$ cat src/sv/c2c_pkg.sv
package c2c_pkg;

   localparam int MaxRows    = 1024;
   localparam int MaxCols    = 1024;
   localparam int MaxEntries = 4096;
   localparam int ValueBits  = 64;

   localparam int RowW      = 10;
   localparam int ColW      = 10;
   localparam int IdxW      = 13;
   localparam int RegW      = 11;
   localparam int CntW      = 13;
   localparam int PosW      = 14;
   localparam int CntAddrW  = $clog2(MaxRows);
   localparam int PtrAddrW  = $clog2(MaxRows + 1);
   localparam int EntAddrW  = $clog2(MaxEntries);
   localparam int CsrIdxW   = 2;

   localparam logic CMD_LOAD = 1'b0;
   localparam logic CMD_EMIT = 1'b1;

   localparam logic [1:0] STAT_OK   = 2'd0;
   localparam logic [1:0] STAT_ROW  = 2'd1;
   localparam logic [1:0] STAT_COL  = 2'd2;
   localparam logic [1:0] STAT_FULL = 2'd3;

   localparam logic [CsrIdxW-1:0] REG_NUM_ROWS = 2'd0;
   localparam logic [CsrIdxW-1:0] REG_NUM_COLS = 2'd1;
   localparam logic [CsrIdxW-1:0] REG_VALUES   = 2'd2;

   typedef enum logic [1:0] {
      KIND_ACK   = 2'd0,
      KIND_PTR   = 2'd1,
      KIND_ENTRY = 2'd2,
      KIND_DONE  = 2'd3
   } kind_type;

   typedef struct packed {
      logic                 cmd;
      logic [1:0]           status;
      logic [RowW-1:0]      row;
      logic [ColW-1:0]      col;
      logic [ValueBits-1:0] value;
   } item_type;

   typedef struct packed {
      logic [RowW-1:0]      row;
      logic [ColW-1:0]      col;
      logic [ValueBits-1:0] value;
   } ent_type;

   typedef struct packed {
      logic [RegW-1:0] rows;
      logic            values_present;
   } cfg_type;

   // true if a sorts after b: row, then column, then signed value
   function automatic logic sorts_after(ent_type a, ent_type b);
      logic res;
      if (a.row != b.row) begin
         res = a.row > b.row;
      end else if (a.col != b.col) begin
         res = a.col > b.col;
      end else begin
         res = $signed(a.value) > $signed(b.value);
      end
      return res;
   endfunction

endpackage

$ cat src/sv/c2c_queue.sv
module c2c_queue
   import c2c_pkg::*;
(
   input  logic     clock,
   input  logic     reset,
   input  logic     push,
   input  item_type push_item,
   input  logic     pop,
   output logic     full,
   output logic     empty,
   output item_type head
);

   item_type   slot_ff [2];
   logic       wr_ff, wr_in;
   logic       rd_ff, rd_in;
   logic [1:0] cnt_ff, cnt_in;

   assign full  = cnt_ff == 2'd2;
   assign empty = cnt_ff == 2'd0;
   assign head  = slot_ff[rd_ff];

   always_comb begin
      wr_in  = push ? !wr_ff : wr_ff;
      rd_in  = pop ? !rd_ff : rd_ff;
      cnt_in = cnt_ff + 2'(push) - 2'(pop);
   end

   always_ff @(posedge clock) begin
      if (reset) begin
         wr_ff  <= 1'b0;
         rd_ff  <= 1'b0;
         cnt_ff <= 2'd0;
      end else begin
         wr_ff  <= wr_in;
         rd_ff  <= rd_in;
         cnt_ff <= cnt_in;
      end
   end

   always_ff @(posedge clock) begin
      if (push) slot_ff[wr_ff] <= push_item;
   end

endmodule

$ cat config.mk
export PLATFORM = sky130hd
export DESIGN_NAME = c2c_queue
export DESIGN_NICKNAME = d
export VERILOG_FILES = /design/src/sv/c2c_pkg.sv /design/src/sv/c2c_queue.sv
export SDC_FILE = /design/constraint.sdc
export NUM_CORES = 1
export LEC_CHECK = 0
export ABC_CLOCK_PERIOD_IN_PS = 5900
export BUFFER_PORTS_ARGS = -buffer_cell sky130_fd_sc_hd__buf_2
export CAP_MARGIN = 20
export CORE_ASPECT_RATIO = 0.7
export CORE_MARGIN = 2
export CORE_UTILIZATION = 45
export CTS_CLUSTER_DIAMETER = 50
export DETAILED_ROUTE_END_ITERATION = 7
export HOLD_SLACK_MARGIN = 0.02
export PLACE_DENSITY = 0.8
export SLEW_MARGIN = 10
export SYNTH_ARGS = -nofsm -noshare
export SYNTH_HDL_FRONTEND = slang
export SYNTH_SLANG_ARGS = --single-unit
export TNS_END_PERCENT = 50
$ cat constraint.sdc
create_clock -name clock -period 5.9 [get_ports clock]
set_input_delay 1.77 -clock clock [delete_from_list [all_inputs] [get_ports clock]]
set_output_delay 1.77 -clock clock [all_outputs]
set_load 0.1 [all_outputs]
* Word level (Yosys, flattened, before mapping)
Memories as Yosys holds them, arrays and structs flattened. A register that Yosys moved wholly into a read port is not among the register bits. Index checks and enable logic that the tools add are counted.
Word-level totals: output and inout bits 89, flip-flop bits (word level) 4, word-level logic and storage cells 14, memories 1, bits in writable memories 174
Operators by class: $add $sub $neg 2, reductions and logical operators 3, muxes and demuxes 4, eq/ne operators 1
Memories:
- slot_ff | depth 2, bits a word 87, rd ports 1, clocked after memory_dff 1, write ports 1, RTL line c2c_queue.sv:14 | item_type slot_ff [2];
Operators with widths (count):
- 1-bit two-way mux | 4
- 2-bit by 1-bit adder with 2-bit output | 1
- 2-bit equality test, second input constant | 1
- 1-bit zero test | 2
- 2-bit zero test | 1
- 2-bit by 1-bit subtractor with 2-bit output | 1

* Longest topological paths before layout
depth in word-level cells 3, depth in mapped cells 6

* Worst setup path before layout
OpenSTA, ideal clock, no wires.
path type input to register, start input port push, end memory slot_ff[0][0] in the netlist's numbering, enable pin, path buffers 0, library setup time 0.544 ns, arrival 5.567 ns, stages on the path 1, path slack -0.210 ns, required time 5.356 ns, cells stage by stage nor2b_1
On the way: longest elaborated chain between the ends 2
RTL lines:
- start: declaration | RTL line c2c_queue.sv:6 | input logic push,
- 1-bit two-way mux | RTL line c2c_queue.sv:42 | if (push) slot_ff[wr_ff] <= push_item;
- 1-bit two-way mux (not written as such) | RTL line c2c_queue.sv:42
- end: declaration | RTL line c2c_queue.sv:14
No other way between the ends.

==> impl_metrics.csv <==
group,metric,value,unit
run_status,status,"finished, final reports clean",
synth,syn_nets,385,
finish,final_area,8328,um2
worst_hold_path,hp-class,"reg -> reg",
clock_network,postCtsSetupBuffers,0,
synth,synth.distinct_cells,13,
sta,fmax,242.2,MHz
floorplan,io_pins,180,
sta,finalCriticalPeriod,4128,ps
sta,setup_viol,0,
worst_hold_path,hp-start,"rd_ff",
clock_network,cts_hold_buf,0,
critical_path,crit_type,"reg -> out",
grt,grt_usage,15.33,%
sta,fin_skew,9.393,ps
critical_path,worstPathArrival,2360,ps
synth,synth_area,6615,um2
critical_path,crit_path_start_kind,"register",
clock_network,insertion_delay,420,ps
floorplan,die_h,105.4,um
critical_path,worstPathMaxFanout,42,
finish,nets,578,
grt,grt_max_degree,46,
sta,finalHoldViolations,0,
floorplan,die_w,148.9,um
critical_path,path_cells,"buf_4 -> mux2_2 -> buf_2",
synth,synth_seq_cells,179,
floorplan,die_area,15700,um2
sta,hold-worst-slack,540.5,ps
clock_network,cts_tree,"done",
floorplan,core-area,14540,um2
floorplan,core.rowCount,37,
clock_network,worst_setup_hold_path_clk_slew,60,ps
sta,worst_slew_pin_slew,637.7,ps
synth,yosysWarnings,0,
grt,grt_overflow_total,0,
job,drv_cap,0,
critical_path,r2r-start,"wr_ff",
critical_path,worst_r2r_path_depth,2,
pwr,p_sw_share,32.76,%
critical_path,r2r_slack,3890,ps
clock_network,cts-root-buf,"clkbuf_16",
route,initialDrtViolationCount,134,
placement,gp_congestion,0.7016,
route,drcViolationCount,0,
finish,fillers,1128,
route,via_per_inst,4.786,
pwr,power_leakage,3.197,nW
pwr,switchingPower,1.129,mW
pwr,intPower,2.318,mW
sta,setup_tns,0,ps
floorplan,start_util,45.51,%
synth,synth_seq_area_share,80.50,%
pwr,p_per_area,413.9,nW/um2
clock_network,clockBufferDepth,2,
sta,drv_slew,0,
route,detail-route-antenna-nets,0,
finish,diodes,0,
finish,syn_to_final_growth,25.89,%
sta,period_share,69.97,%
worst_hold_path,holdPathStages,2,
sta,slew-limit-headroom,57.48,%
synth,avgSynthCellArea,22.65,um2
placement,placed_cell_area,7725,um2
pwr,clkPwrFrac,33.1,%
pwr,p_seq_share,44.0,%
route,vias,3317,
clock_network,cts_buffers,17,
critical_path,cp_slowest_cell,"dfxtp_4",
grt,grt_pass1_wl,17790,um
grt,grt_pass1_vias,3533,
clock_network,cts_resized,0,
placement,dpl.hpwl,7874,um
grt,antenna_found_initial,0,
finish,multi_input_area,1211,um2
placement,numPortBuffers,179,
pwr,combPwrFrac,23.0,%
route,wl,11750,um
critical_path,worstReg2RegEnd,"slot_ff[1][15]",
finish,drive_above_1_share,60.84,%
finish,seq_area,5329,um2
critical_path,endpoint_kind,"output pin",
synth,syn_inst,292,
critical_path,required,4130,ps
clock_network,htree_levels,4,
sta,rsz0062_at_grt,"no",
route,routedWlPerCell,16.95,um
clock_network,cts_sinks,179,
route,dr.pass1.iters,4,
pwr,ir_worst_vdd,301.3,uV
critical_path,critPathMaxStageDelay,720,ps
==> cell usage in the layout (no fill, tap or decap) <==
| cell type | Yosys | final |
|---|---|---|
| nor2b_1 | 3 | 2 |
| clkbuf_1 | 0 | 2 |
| inv_6 | 0 | 6 |
| buf_2 | 5 | 179 |
| clkinv_1 | 0 | 1 |
| xnor3_1 | 1 | 1 |
| buf_4 | 0 | 5 |
| inv_1 | 2 | 2 |
| clkbuf_16 | 0 | 17 |
| dfxtp_4 | 0 | 1 |
| bufinv_16 | 0 | 3 |
| mux2_4 | 30 | 30 |
| xnor2_1 | 2 | 2 |
| nor2_1 | 5 | 5 |
| edfxtp_1 | 174 | 174 |
| clkinv_4 | 0 | 1 |
| ha_1 | 2 | 2 |
| dfxtp_1 | 5 | 4 |
| nor2b_4 | 0 | 1 |
| mux2_2 | 57 | 57 |
| and2_4 | 0 | 1 |
| clkinvlp_4 | 0 | 2 |
==> worst max-delay path by stage <==
stage | startpoint | end | slack (ps) | cells after the start
5_1_grt | register | head[86] | 1630 | 3
6_report | register | head[2] | 1770 | 3
3_5_place_dp | register | head[2] | 2180 | 3
3_3_place_gp | register | head[86] | 2200 | 3
2_1_floorplan | push | slot_ff[0][0] | 1420 | 1
4_1_cts | register | head[2] | 1720 | 3
==> cell type report <==
type	count	area share [%]
clock buffer	19	5.198
timing repair buffer	184	11.21
tap	195	2.930
multi-input combinational	101	14.54
inverter	2	0.09014
clock inverter	13	2.043
sequential	179	63.99
==> power groups by stage <==
stage / logic (mW) / clock network, mW / registers, mW
after detailed placement: 0.795 / 0 / 1.54
after global placement: 0.788 / 0 / 1.54
after global routing: 0.819 / 1.22 / 1.52
after CTS: 0.797 / 1.17 / 1.52
after floorplan: 0.685 / 0 / 1.53
final: 0.792 / 1.14 / 1.52
==> cell families (layout without fill, tap and decap cells) <==
| group | after synthesis | after routing | synth area share [%] |
|---|---|---|---|
| xor+xnor | 3 | 3 | 0.6053 |
| buf+inv | 12 | 218 | 1.343 |
| mux | 87 | 87 | 16.51 |
| fa+ha+maj | 2 | 2 | 0.3782 |
| simple gates | 9 | 9 | 0.6621 |
| flops | 179 | 179 | 80.50 |
==> sequential cells by signal, summed over array words and instances, names as in the netlist, named ones only <==
name and count:
slot_ff 174, rd_ff 1, cnt_ff 2, wr_ff 1
==> per-layer routing <==
metal / up-vias / wire length (um) / global-route usage [%] / share of wire, %
met1: 1634 / 5008 / 19.27 / 43
met4: 0 / 136 / 5.306 / 1.2
li1: 1538 / - / - / -
met5: - / 0 / 0 / 0
met2: 135 / 5640 / 24.59 / 48
met3: 10 / 963 / 5.714 / 8.2
==> worst max-delay path, delay by kind of cell (launching register included) <==
kind | cells | cell delay [ps]
buf+inv | 2 | 810
flops | 1 | 720
mux | 1 | 390
==> metrics by stage <==
stage | std cells | setup slack (ps) | utilization (%) | power, mW
after CTS | 693 | 1722 | 57.29 | 3.482
final | 693 | 1772 | 57.29 | 3.447
after global placement | 661 | 2200 | 53.14 | 2.326
after detailed placement | 661 | 2183 | 53.14 | 2.340
after global routing | 693 | 1632 | 57.29 | 3.561
after floorplan | 292 | 1421 | - | 2.215
==> Yosys cell counts, drive strengths merged <==
| master | count | area, um2 |
|---|---|---|
| nor2 | 5 | 18.77 |
| inv | 2 | 7.510 |
| dfxtp | 5 | 100.1 |
| xnor3 | 1 | 22.52 |
| xnor2 | 2 | 17.52 |
| ha | 2 | 25.02 |
| nor2b | 3 | 18.77 |
| buf | 10 | 81.32 |
| and2 | 1 | 6.260 |
| mux2 | 87 | 1092 |
| edfxtp | 174 | 5225 |
(Power assumes the default switching activity.)
