===== config.mk =====
export PLATFORM = sky130hd
export DESIGN_NAME = c2c_front
export DESIGN_NICKNAME = d
export VERILOG_FILES = /design/src/sv/c2c_pkg.sv /design/src/sv/c2c_front.sv
export SDC_FILE = /design/constraint.sdc
export NUM_CORES = 1
export LEC_CHECK = 0
export BUFFER_PORTS_ARGS = -buffer_cell sky130_fd_sc_hd__buf_4
export CORE_MARGIN = 2
export CORE_UTILIZATION = 31
export CTS_CLUSTER_SIZE = 8
export DETAILED_ROUTE_END_ITERATION = 7
export GPL_TIMING_DRIVEN = 0
export PLACE_DENSITY_LB_ADDON = 0.1
export SLEW_MARGIN = 0
export SYNTH_ARGS = -nofsm -noshare
export SYNTH_HDL_FRONTEND = slang
export SYNTH_SLANG_ARGS = --single-unit

===== constraint.sdc =====
create_clock -name clock -period 3.3 [get_ports clock]
set_input_delay 0.165 -clock clock [delete_from_list [all_inputs] [get_ports clock]]
set_output_delay 0.165 -clock clock [all_outputs]
set_load 0.005 [all_outputs]

===== src/sv/c2c_pkg.sv =====
package c2c_pkg;

   localparam int MaxRows    = 1024;
   localparam int MaxCols    = 1024;
   localparam int MaxEntries = 4096;
   localparam int ValueBits  = 64;

   localparam int RowW      = 10;
   localparam int ColW      = 10;
   localparam int IdxW      = 13;
   localparam int RegW      = 11;
   localparam int CntW      = 13;
   localparam int PosW      = 14;
   localparam int CntAddrW  = $clog2(MaxRows);
   localparam int PtrAddrW  = $clog2(MaxRows + 1);
   localparam int EntAddrW  = $clog2(MaxEntries);
   localparam int CsrIdxW   = 2;

   localparam logic CMD_LOAD = 1'b0;
   localparam logic CMD_EMIT = 1'b1;

   localparam logic [1:0] STAT_OK   = 2'd0;
   localparam logic [1:0] STAT_ROW  = 2'd1;
   localparam logic [1:0] STAT_COL  = 2'd2;
   localparam logic [1:0] STAT_FULL = 2'd3;

   localparam logic [CsrIdxW-1:0] REG_NUM_ROWS = 2'd0;
   localparam logic [CsrIdxW-1:0] REG_NUM_COLS = 2'd1;
   localparam logic [CsrIdxW-1:0] REG_VALUES   = 2'd2;

   typedef enum logic [1:0] {
      KIND_ACK   = 2'd0,
      KIND_PTR   = 2'd1,
      KIND_ENTRY = 2'd2,
      KIND_DONE  = 2'd3
   } kind_type;

   typedef struct packed {
      logic                 cmd;
      logic [1:0]           status;
      logic [RowW-1:0]      row;
      logic [ColW-1:0]      col;
      logic [ValueBits-1:0] value;
   } item_type;

   typedef struct packed {
      logic [RowW-1:0]      row;
      logic [ColW-1:0]      col;
      logic [ValueBits-1:0] value;
   } ent_type;

   typedef struct packed {
      logic [RegW-1:0] rows;
      logic            values_present;
   } cfg_type;

   // true if a sorts after b: row, then column, then signed value
   function automatic logic sorts_after(ent_type a, ent_type b);
      logic res;
      if (a.row != b.row) begin
         res = a.row > b.row;
      end else if (a.col != b.col) begin
         res = a.col > b.col;
      end else begin
         res = $signed(a.value) > $signed(b.value);
      end
      return res;
   endfunction

endpackage


===== src/sv/c2c_front.sv =====
module c2c_front
   import c2c_pkg::*;
(
   input  logic                        clock,
   input  logic                        reset,
   input  logic                        req_valid,
   output logic                        req_stall,
   input  logic                        req_command,
   input  logic [RowW-1:0]             req_row,
   input  logic [ColW-1:0]             req_col,
   input  logic signed [ValueBits-1:0] req_value,
   input  logic                        csr_valid,
   output logic                        csr_ready,
   input  logic [CsrIdxW-1:0]          csr_index,
   input  logic [RegW-1:0]             csr_data,
   input  logic                        q_full,
   input  logic                        hold,
   output logic                        push,
   output item_type                    push_item,
   output cfg_type                     cfg
);

   logic [RegW-1:0] num_rows_ff, num_rows_in;
   logic [RegW-1:0] num_cols_ff, num_cols_in;
   logic            vp_ff, vp_in;
   logic [RegW-1:0] rows_c, cols_c;

   assign csr_ready = 1'b1;

   always_comb begin
      num_rows_in = num_rows_ff;
      num_cols_in = num_cols_ff;
      vp_in       = vp_ff;
      if (csr_valid && csr_ready) begin
         unique case (csr_index)
            REG_NUM_ROWS: num_rows_in = csr_data;
            REG_NUM_COLS: num_cols_in = csr_data;
            REG_VALUES:   vp_in       = csr_data[0];
            default:      ;
         endcase
      end
   end

   always_ff @(posedge clock) begin
      if (reset) begin
         num_rows_ff <= RegW'(MaxRows);
         num_cols_ff <= RegW'(MaxCols);
         vp_ff       <= 1'b1;
      end else begin
         num_rows_ff <= num_rows_in;
         num_cols_ff <= num_cols_in;
         vp_ff       <= vp_in;
      end
   end

   // saturate into 1..max
   always_comb begin
      if (num_rows_ff == '0) rows_c = RegW'(1);
      else if (num_rows_ff > RegW'(MaxRows)) rows_c = RegW'(MaxRows);
      else rows_c = num_rows_ff;
      if (num_cols_ff == '0) cols_c = RegW'(1);
      else if (num_cols_ff > RegW'(MaxCols)) cols_c = RegW'(MaxCols);
      else cols_c = num_cols_ff;
   end

   assign cfg.rows           = rows_c;
   assign cfg.values_present = vp_ff;

   always_comb begin
      push_item.cmd   = req_command;
      push_item.row   = req_row;
      push_item.col   = req_col;
      push_item.value = vp_ff ? req_value : '0;
      if (RegW'(req_row) >= rows_c) push_item.status = STAT_ROW;
      else if (RegW'(req_col) >= cols_c) push_item.status = STAT_COL;
      else push_item.status = STAT_OK;
   end

   assign req_stall = q_full || hold;
   assign push      = req_valid && !req_stall;

endmodule


[Word level (Yosys, flattened, before mapping)]
Index checks and enable logic that the tools add are counted.
Word-level totals
  register bits: 23
  input bits: 104
  output and inout port bits: 102
  word-level logic and storage cells: 25
Cells by class
  $lt $le $gt $ge: 4
  eq/ne operators: 2
  multiplexer cells: 7
  reductions and logical operators: 9
Operator list (count)
  $mux 64: 1
  $mux 11: 4
  $ge 10x11->1: 2
  $gt 11x11->1 const B: 2
  $logic_not 11->1: 2
  $reduce_and 2->1: 3
  $mux 2: 2
  $eq 2x1->1 const B: 1
  $eq 2x2->1 const B: 1
  $logic_not 2->1: 1
  $logic_and 1x1->1: 1
  $logic_not 1->1: 1
  $logic_or 1x1->1: 1

[Depth between registers and ports, before layout]
Gate-level depths: netlist of the first run.
  word-level depth: 6
  depth in mapped cells: 10
  mapped depth without buffers: 10

[Worst setup path after synthesis of the first run]
Ideal clock, no wire load.
  kind: register to output
  start point: reg num_rows_ff[4]
  end point: out push_item[85] (netlist bit)
  arrival: 1940 ps
  data required time: 3135 ps
  slack: 1195 ps
  stages on the path, launching flop included: 10
  path buffers: 0
  cells stage by stage: dfxtp_1 nor4_1 nand3_1 a21oi_1 ha_1 nand2b_1 a211oi_1 o311a_1 o22ai_2 a211oi_2
RTL lines
  from (decl): line c2c_front.sv:23  | logic [RegW-1:0] num_rows_ff, num_rows_in;
  from (signal assigned): line c2c_front.sv:46  | num_rows_ff <= RegW'(MaxRows);
  from (signal assigned): line c2c_front.sv:50  | num_rows_ff <= num_rows_in;
  to (decl): line c2c_front.sv:19  | output item_type push_item,

==> results of run 1 <==
-- area by class of cell --
cell class	count	area, sq um
Sequential cell	23	460
Clock buffer	3	41.3
Multi-Input combinational cell	204	1340
Fill cell	629	2700
Clock inverter	1	5.00
Timing Repair Buffer	203	1520
Tap cell	77	96.3
Inverter	13	48.8
Buffer	38	246
-- critical path, delay by kind of cell, from the launching register on --
kind / cells / cell delay, ns
flops: 1 / 0.34
buf+inv: 1 / 0.14
compound gates: 5 / 1.10
fa+ha+maj: 1 / 0.29
simple gates: 3 / 0.58
-- report_power, final --
part	switching, mW	total, mW	internal (mW)
logic	0.134	0.375	0.241
clock network	0.0912	0.176	0.0844
registers	0.00753	0.295	0.287
total	0.232	0.845	0.612
-- flip-flops by register name, indices dropped and copies added (netlist names) --
signal	cells
vp_ff	1
num_cols_ff	11
num_rows_ff	11
-- stage by stage --
| stage | hold WS [ns] | std cells | util [%] | worst slack (ns) | instance area, sq um |
|---|---|---|---|---|---|
| after floorplan | 0.259 | 278 | - | 1.20 | 2100 |
| after global placement | 0.400 | 558 | 57.5 | 0.754 | 3720 |
| after detailed placement | 0.398 | 558 | 57.5 | 0.735 | 3720 |
| after CTS | 0.118 | 562 | 58.3 | 0.423 | 3760 |
| after global routing | 0.129 | 562 | 58.3 | 0.256 | 3760 |
| final | 0.122 | 562 | 58.3 | 0.418 | 3760 |
-- final timing paths --
path,start,endpoint,slack [ns]
setup / recovery,num_rows_ff[4]$_SDFFE_PP0P_,push_item[85],0.42
hold / removal,csr_data[10],num_rows_ff[10]$_SDFFE_PP1P_,0.12
setup reg to reg,num_rows_ff[10]$_SDFFE_PP1P_,num_rows_ff[10]$_SDFFE_PP1P_,2.30
hold reg to reg,num_cols_ff[0]$_SDFFE_PP0P_,num_cols_ff[0]$_SDFFE_PP0P_,0.48
-- logic make-up after synthesis --
logic type,after synthesis,share of synthesized area [%]
AO/OA/AOI/OAI,30,9.31
adder cells (fa/ha/maj),20,11.9
buffers and inverters,51,14.1
flip-flops,23,22.0
multiplexers,10,4.78
other,1,0.179
AND/OR/NAND/NOR,143,37.7
-- metal layers --
layer  vias up  global-route usage (%)
met5         -                       0
met4         0                    3.13
met3        10                    8.48
met2       104                    36.3
met1      1113                    25.2
li1       1290                       -
-- cell usage in the layout, fill, tap and decap left out, types with 3 or more instances in the layout --
cell type	synthesis	layout
nand2b_1	17	17
nor4_1	4	4
nor2_1	18	18
ha_1	20	20
buf_4	23	226
a21o_1	3	3
inv_1	13	13
and2_1	64	64
nand2_1	29	29
mux2i_1	10	10
a21oi_1	17	17
clkbuf_1	11	11
clkbuf_8	0	3
dfxtp_1	23	23
==> flow_metrics.py, run 1 <==
metrics = {
    "clocking": {
        "clock-sinks": 23,
        "cts_resized": 0,
        "root_buffer": "clkbuf_8",
        "cts_tree": "yes",
        "path_clk_slew_ns": 0.08,
        "insertion_delay_ns": 0.26,
        "cts_buffers": 3,
        "hold_buffers": 0,
        "post_cts_buffers": 0,
        "clk_path_buf_depth": 2,
        "htree_num_levels": 1,
    },
    "critical_path": {
        "crit_slowest_cell": "dfxtp_1",
        "worstPathArrival_ns": 2.72,
        "max_stage_delay_ns": 0.34,
        "cp-end-kind": "output port",
        "reg2reg_depth": 3,
        "crit_required_ns": 3.13,
        "path_class": "register to output port",
        "start_kind": "register",
        "crit_chain": "nor4_1, nand3_1, a21oi_1, ha_1, nand2b_1, a211oi_1, o311a_1, o22ai_2, a211oi_2, buf_4",
        "critPathMaxFanout": 3,
    },
    "sta": {
        "fmaxAchievable_mhz": 347,
        "rsz0062_at_grt": "false",
        "min_period_ns": 2.88,
        "finClkSkew_ns": 0,
        "setup_tns_ns": 0,
        "slew_viol_final": 0,
        "setup-violations-final": 0,
        "min_period_over_period_pct": 87.3,
        "finalHoldViolations": 0,
    },
    "logic_synthesis": {
        "synth_cells": 278,
        "yosysTopAreaCell": "dfxtp_1",
        "netlist_area_sq_um": 2100,
        "yosysMostFrequentCell": "and2_1",
        "synth_edf_count": 0,
        "syn_avg_cell_area_sq_um": 7.54,
        "synth_ff_type": "dfxtp_1",
        "synth_top_cells_by_count": "64 x and2_1, 29 x nand2_1, 23 x buf_4, 23 x dfxtp_1, 20 x ha_1",
        "yosys.area.top_type_share_pct": 22.0,
        "ys_top_cells_by_area": "dfxtp_1 22%, and2_1 19%, ha_1 12%",
        "syn_nets": 402,
        "ys_seq_area_share_pct": 22.0,
        "synth_seq_cells": 23,
        "async_reset_ff_share_pct": 0,
        "ys_warn_count": 0,
        "netlist-cell-type-count": 33,
    },
    "grt": {
        "grt_pass1_vias": 2570,
        "groute.usage.overall_pct": 21.0,
        "grt_overflow_total": 0,
        "grt_max_degree": 14,
        "grt_pass1_wl_um": 12300,
        "antenna_found_initial": 0,
    },
    "routing": {
        "highest_layer": "met4",
        "route.met2.wl_um": 4060,
        "wl_met1_um": 3090,
        "drc_errors": 0,
        "postRouteWirelength_um": 8030,
        "via_per_inst": 4.48,
        "dr.pass1.iters": 4,
        "drt_iter0_markers": 59,
        "antenna_left": 0,
        "vias": 2517,
        "wl_met3_um": 778,
        "post_drt_wl_per_cell_um": 14.3,
    },
    "place": {
        "numPortBuffers": 203,
        "place_hpwl_um": 7130,
        "gp_congestion": 0.798,
    },
    "floorplanning": {
        "row_count": 29,
        "die_h_um": 86.2,
        "io_pins": 206,
        "dieArea_sq_um": 7430,
        "initial_core_util_pct": 32.4,
        "core_sq_um": 6460,
        "die_w_um": 86.2,
    },
    "status": {
        "outcome": "finished, final reports clean",
    },
    "power": {
        "p_per_area_nw_per_um2": 225,
        "peakVddDrop_mv": 0.136,
        "p_leak_nw": 1.94,
        "finalPower_mw": 0.845,
    },
    "layout": {
        "antenna_cells": 0,
        "layout.nets": 610,
        "syn_to_final_growth_pct": 79.5,
        "drive_gt1_share_pct": 49.5,
    },
    "min_path": {
        "worstHoldPathCells": 2,
        "hold_class": "input pin to register",
    },
    "run": {
        "max_cap_viol_count": 0,
    },
}
No activity file was read; power rests on OpenSTA's default activity.
==> inputs of run 2 (changes only) <==
CELL_PAD_IN_SITES_DETAIL_PLACEMENT = 2   (was not set)
CELL_PAD_IN_SITES_GLOBAL_PLACEMENT = 2   (was not set)
CORE_UTILIZATION = 17   (was 31)
SLEW_MARGIN = 10   (was 0)
clock period = 2.73 ns   (was 3.3 ns; I/O delays follow)
==> run 2 against run 1 <==
Net effect:
- the flow now finishes with violations (setup timing)
- largest power group unchanged
- critical path depth unchanged
- global-route usage decreased by 5.9 points
- via count increased by 6.9%
- register-to-register slack got worse by 0.62 ns
- highest routed layer unchanged
- die area increased by 78%
- utilization decreased by 24 points
- sequential cell count unchanged
- combinational power increased by 35%
==> flow_metrics.py, run 2 (synthesis gave the netlist of run 1 again) <==
metrics = {
    "status": {
        "outcome": "complete, but fails checks",
        "violations": "setup timing",
    },
    "floorplanning": {
        "die_w_um": 115,
        "core_sq_um": 12000,
        "io_pins": 206,
        "initial_core_util_pct": 17.4,
        "die_h_um": 115,
        "dieArea_sq_um": 13200,
        "row_count": 40,
    },
    "layout": {
        "syn_to_final_growth_pct": 96.1,
        "seq_area_sq_um": 467,
        "antenna_cells": 0,
        "final_common_cell": "buf_4",
        "top_regs": "num_cols_ff: 11 flops, num_rows_ff: 11 flops, vp_ff: 1 flops",
        "layout_common_cells": "237 x buf_4, 64 x and2_1, 26 x nand2_1",
        "multiInputGateArea_sq_um": 1430,
        "nFillCells": 1401,
        "layout.nets": 625,
        "drive_gt1_share_pct": 53.8,
    },
    "power": {
        "power.internal_mw": 0.865,
        "peakVddDrop_mv": 0.196,
        "p_leak_nw": 2.04,
        "finalPower_mw": 1.18,
        "swShare_pct": 26.8,
        "power_frac_seq_pct": 30.3,
        "power_frac_clock_pct": 27.0,
        "p_per_area_nw_per_um2": 288,
        "p_comb_share_pct": 42.7,
        "p_sw_mw": 0.317,
    },
    "place": {
        "place_hpwl_um": 9040,
        "gp_congestion": 0.708,
        "preCtsSetupSlack_ns": 0.254,
        "numPortBuffers": 203,
    },
    "critical_path": {
        "cp-end-kind": "output port",
        "critPathMaxFanout": 4,
        "timing.rr.start": "num_rows_ff[10]$_SDFFE_PP1P_",
        "crit_end": "push_item[84]",
        "crit_top_cell": "buf_6",
        "worstPathArrival_ns": 2.59,
        "crit_required_ns": 2.59,
        "path_class": "register to output port",
        "crit_slowest_cell": "o311a_1",
        "max_stage_delay_ns": 0.40,
        "crit_chain": "nor4_4, nand3_2, o21ai_4, nand2_2, ha_4, nand4_1, o311a_1, o22ai_4, buf_6, buf_6",
        "reg2reg_to": "num_rows_ff[10]$_SDFFE_PP1P_",
        "r2r_setup_slack_ns": 1.68,
        "start_kind": "register",
        "worstSetupStartpoint": "num_rows_ff[4]$_SDFFE_PP0P_",
        "reg2reg_depth": 3,
    },
    "grt": {
        "grt_pass1_vias": 2926,
        "grt_overflow_total": 0,
        "grt_pass1_wl_um": 15400,
        "antenna_found_initial": 0,
        "grt_max_degree": 13,
        "groute.usage.overall_pct": 15.1,
    },
    "clocking": {
        "path_clk_slew_ns": 0.06,
        "clk_path_buf_depth": 2,
        "htree_num_levels": 1,
        "clock-sinks": 23,
        "cts_tree": "yes",
        "hold_buffers": 0,
        "insertion_delay_ns": 0.25,
        "cts_buffers": 3,
        "root_buffer": "clkbuf_16",
    },
    "sta": {
        "fmaxAchievable_mhz": 366,
        "finClkSkew_ns": 0,
        "min_period_ns": 2.73,
        "setup-violations-final": 1,
        "hold_ws_ns": 0.107,
        "fin_ws_ns": -0.00123,
        "rsz0062_at_grt": "true",
        "slew_viol_final": 0,
        "min_period_over_period_pct": 100,
        "finalHoldViolations": 0,
    },
    "routing": {
        "antenna_left": 0,
        "drt_iter0_markers": 46,
        "drc_errors": 0,
        "postRouteWirelength_um": 10500,
        "vias": 2691,
        "dr.pass1.iters": 2,
        "post_drt_wl_per_cell_um": 16.3,
        "via_per_inst": 4.16,
    },
    "run": {
        "max_cap_viol_count": 0,
    },
    "min_path": {
        "hold_class": "input pin to register",
        "hp-start": "csr_data[10]",
    },
}
run 2: what timing repair did:
| action | 4_1_cts | 5_1_grt |
|---|---|---|
| gates resized for setup | 7 | 16 |
| pin swaps | 11 | 10 |
| endpoints found under the setup margin | 1 | 3 |
| buffers inserted | 14 | 2 |
run 2: cell type report:
| class | count | share of cell area [%] |
|---|---|---|
| flip-flops and latches | 23 | 11.4 |
| multi-input cells | 204 | 34.9 |
| well taps | 147 | 4.47 |
| plain buffers | 38 | 6.00 |
| repair buffers | 218 | 40.2 |
| clock buffers | 4 | 1.92 |
| inverters | 13 | 1.19 |
run 2: worst min path at each step:
stage	endpoint	slack (ns)	cells after the start
global route	num_rows_ff[10]$_SDFFE_PP1P_	0.11	2
floorplan	num_rows_ff[10]$_SDFFE_PP1P_	0.23	1
detailed placement	num_rows_ff[10]$_SDFFE_PP1P_	0.36	2
finish	num_rows_ff[10]$_SDFFE_PP1P_	0.11	2
CTS	num_rows_ff[10]$_SDFFE_PP1P_	0.10	2
global placement	num_rows_ff[10]$_SDFFE_PP1P_	0.36	2
run 2: layer usage:
metal  global-route usage, %  part of all wire [%]  vias up
met5                       0                     0        -
met4                    3.69                   2.1        0
met3                    2.90                   5.1       12
met2                    29.8                    57       94
met1                    16.3                    36     1265
li1                        -                     -     1320
run 2: metrics by stage:
step,TNS [ns],cell area [sq um],instances,utilization [%]
final,-0.00123,4110,647,34.2
after global placement,0,3800,628,31.7
after global routing,-0.246,4110,647,34.2
after detailed placement,0,3800,628,31.7
after floorplan,0,2100,278,-
after CTS,0,4020,646,33.5
run 2: worst max-delay path, delay by kind of cell, from the launching register on:
family	cells	cell delay [ns]
fa+ha+maj	1	0.29
flops	1	0.36
simple gates	4	0.64
compound gates	3	0.82
buf+inv	2	0.22
run 2: power groups by stage:
stage | Clock (mW) | Combinational, mW | Sequential, mW
2_1_floorplan | 0 | 0.176 | 0.361
3_3_place_gp | 0 | 0.461 | 0.364
3_5_place_dp | 0 | 0.473 | 0.365
4_1_cts | 0.328 | 0.495 | 0.358
5_1_grt | 0.346 | 0.554 | 0.360
6_report | 0.319 | 0.505 | 0.359
==> inputs of run 3 (changes only) <==
HOLD_SLACK_MARGIN = 0.12   (was not set)
RECOVER_POWER = 25   (was not set)
TNS_END_PERCENT = 100   (was not set)
==> run 3 against run 2 <==
Net effect:
- the run still ends with setup timing left
- worst hold slack better by 0.016 ns
- die area is the same
- count of clock-buffer cells in the layout is the same
- clock skew is the same
- sequential cell count unchanged
- fmax about the same
- via count up 0.19%
- cell count grew 0.31%
- global-route usage about the same
- worst setup slack lost 0.00081 ns
- largest power group unchanged
==> flow_metrics.py, run 3 (synthesis gave the netlist of run 1 again) <==
metrics = {
    "status": {
        "outcome": "complete, but fails checks",
        "violations": "setup timing",
    },
    "sta": {
        "setup-violations-final": 1,
        "fmaxAchievable_mhz": 366,
        "rsz0062_at_grt": "true",
        "slew_headroom_pct": 54.6,
        "fin_ws_ns": -0.00204,
        "finClkSkew_ns": 0,
        "hold_ws_ns": 0.122,
        "min_period_ns": 2.73,
        "slew_viol_final": 0,
        "finalHoldViolations": 0,
        "min_period_over_period_pct": 100,
        "worst_pin_slew_ns": 0.679,
    },
    "grt": {
        "met1_usage_pct": 16.3,
        "gr-max-usage-layer": "met2",
        "grt_overflow_total": 0,
        "grt_pass1_vias": 2941,
        "antenna_found_initial": 0,
        "groute.usage.overall_pct": 15.1,
        "grt_pass1_wl_um": 15500,
        "grt_use_met2_pct": 29.9,
        "use_met3_pct": 2.90,
        "grt_max_degree": 13,
    },
    "floorplanning": {
        "initial_core_util_pct": 17.4,
        "dieArea_sq_um": 13200,
        "die_h_um": 115,
        "core_sq_um": 12000,
        "row_count": 40,
        "die_w_um": 115,
        "io_pins": 206,
    },
    "layout": {
        "final_common_cell": "buf_4",
        "seq_area_sq_um": 467,
        "multiInputGateArea_sq_um": 1420,
        "top_regs": "num_cols_ff: 11 flops, num_rows_ff: 11 flops, vp_ff: 1 flops",
        "syn_to_final_growth_pct": 94.9,
        "drive_gt1_share_pct": 51.8,
        "design_area_sq_um": 4090,
        "nFillCells": 1408,
        "layout.nets": 627,
        "layout_common_cells": "216 x buf_4, 64 x and2_1, 26 x nand2_1",
        "antenna_cells": 0,
    },
    "place": {
        "gp_congestion": 0.708,
        "place_hpwl_um": 9040,
        "placedInstanceArea_sq_um": 3800,
        "numPortBuffers": 203,
    },
    "critical_path": {
        "max_stage_delay_ns": 0.40,
        "crit_chain": "nor4_4, nand3_2, o21ai_4, nand2_2, ha_4, nand4_1, o311a_1, o22ai_4, buf_6, buf_6",
        "worstPathArrival_ns": 2.60,
        "critPathMaxFanout": 4,
        "path_class": "register to output port",
        "start_kind": "register",
        "cp_num_buf_inv": 2,
        "critPathTopFamily": "compound AO/OA/AOI/OAI gates",
        "crit_top_cell": "buf_6",
        "crit_required_ns": 2.59,
        "crit_slowest_cell": "o311a_1",
        "cp-end-kind": "output port",
    },
    "power": {
        "p_leak_nw": 2.01,
        "peakVddDrop_mv": 0.196,
        "p_per_area_nw_per_um2": 288,
        "finalPower_mw": 1.18,
    },
    "routing": {
        "dr.pass1.iters": 4,
        "drc_errors": 0,
        "via_per_inst": 4.15,
        "antenna_left": 0,
        "post_drt_wl_per_cell_um": 16.2,
        "postRouteWirelength_um": 10500,
        "vias": 2696,
        "drt_iter0_markers": 50,
    },
    "clocking": {
        "insertion_delay_ns": 0.25,
        "clk_path_buf_depth": 2,
        "cts_tree": "yes",
        "root_buffer": "clkbuf_16",
        "cts_buffers": 3,
        "clock-sinks": 23,
        "path_clk_slew_ns": 0.06,
        "htree_num_levels": 1,
    },
    "run": {
        "max_cap_viol_count": 0,
    },
    "min_path": {
        "hold_class": "input pin to register",
    },
}
-- run 3: cell count changes in the layout (fill, tap and decap cells not counted), sizes merged --
cell / before / now
buf: 245 / 223
clkbuf: 15 / 37
dlygate4sd3: 0 / 2
-- run 3: path summary, 6_finish.rpt --
kind / startpoint / end / slack, ns / cells past startpoint
worst max-delay path: num_rows_ff[4]$_SDFFE_PP0P_ / push_item[84] / -0.002 / 10
worst min-delay path: reset / num_cols_ff[10]$_SDFFE_PP1P_ / 0.12 / 2
worst max register to register: num_rows_ff[10]$_SDFFE_PP1P_ / num_rows_ff[10]$_SDFFE_PP1P_ / 1.11 / 4
worst min register to register: num_cols_ff[8]$_SDFFE_PP0P_ / num_cols_ff[8]$_SDFFE_PP0P_ / 0.48 / 2
-- run 3: worst register-to-register path: stages, from the launching register on --
cell and delay [ns]:
dfxtp_1 0.31, buf_2 0.20, nor2b_1 0.16, a211o_1 0.28, dlygate4sd3_1 0.55
-- run 3: power breakdown --
group | internal [mW] | switching [mW] | leakage, nW
Clock | 0.199 | 0.120 | 0.0382
Combinational | 0.313 | 0.185 | 1.78
Sequential | 0.347 | 0.0112 | 0.189
-- run 3: through the flow --
stage	utilization [%]	std cells	setup slack, ns	setup TNS (ns)
final	34.0	649	-0.00204	-0.00204
after global routing	34.0	649	-0.124	-0.246
after CTS	33.7	648	0.0104	0
after detailed placement	31.7	628	0.254	0
after global placement	31.7	628	0.243	0
after floorplan	-	278	0.654	0
-- run 3: timing repair --
| action | CTS | global route |
|---|---|---|
| setup buffers | 14 | 2 |
| resized for setup | 7 | 16 |
| pin swaps | 11 | 10 |
| setup endpoints to repair | 1 | 3 |
| endpoints found under the hold margin | 2 | 0 |
| hold buffers | 2 | 0 |
-- run 3: metal layers --
layer,wire [um],vias to the layer above
met5,0,-
met1,3800,1266
met2,5960,94
met3,544,12
met4,222,0
li1,-,1324
-- run 3: layout make-up --
cell class / count / area share [%]
Sequential cell: 23 / 11.4
Tap cell: 147 / 4.50
Multi-Input combinational cell: 204 / 34.8
Clock buffer: 4 / 1.93
Buffer: 38 / 5.85
Inverter: 13 / 1.19
Timing Repair Buffer: 220 / 40.3
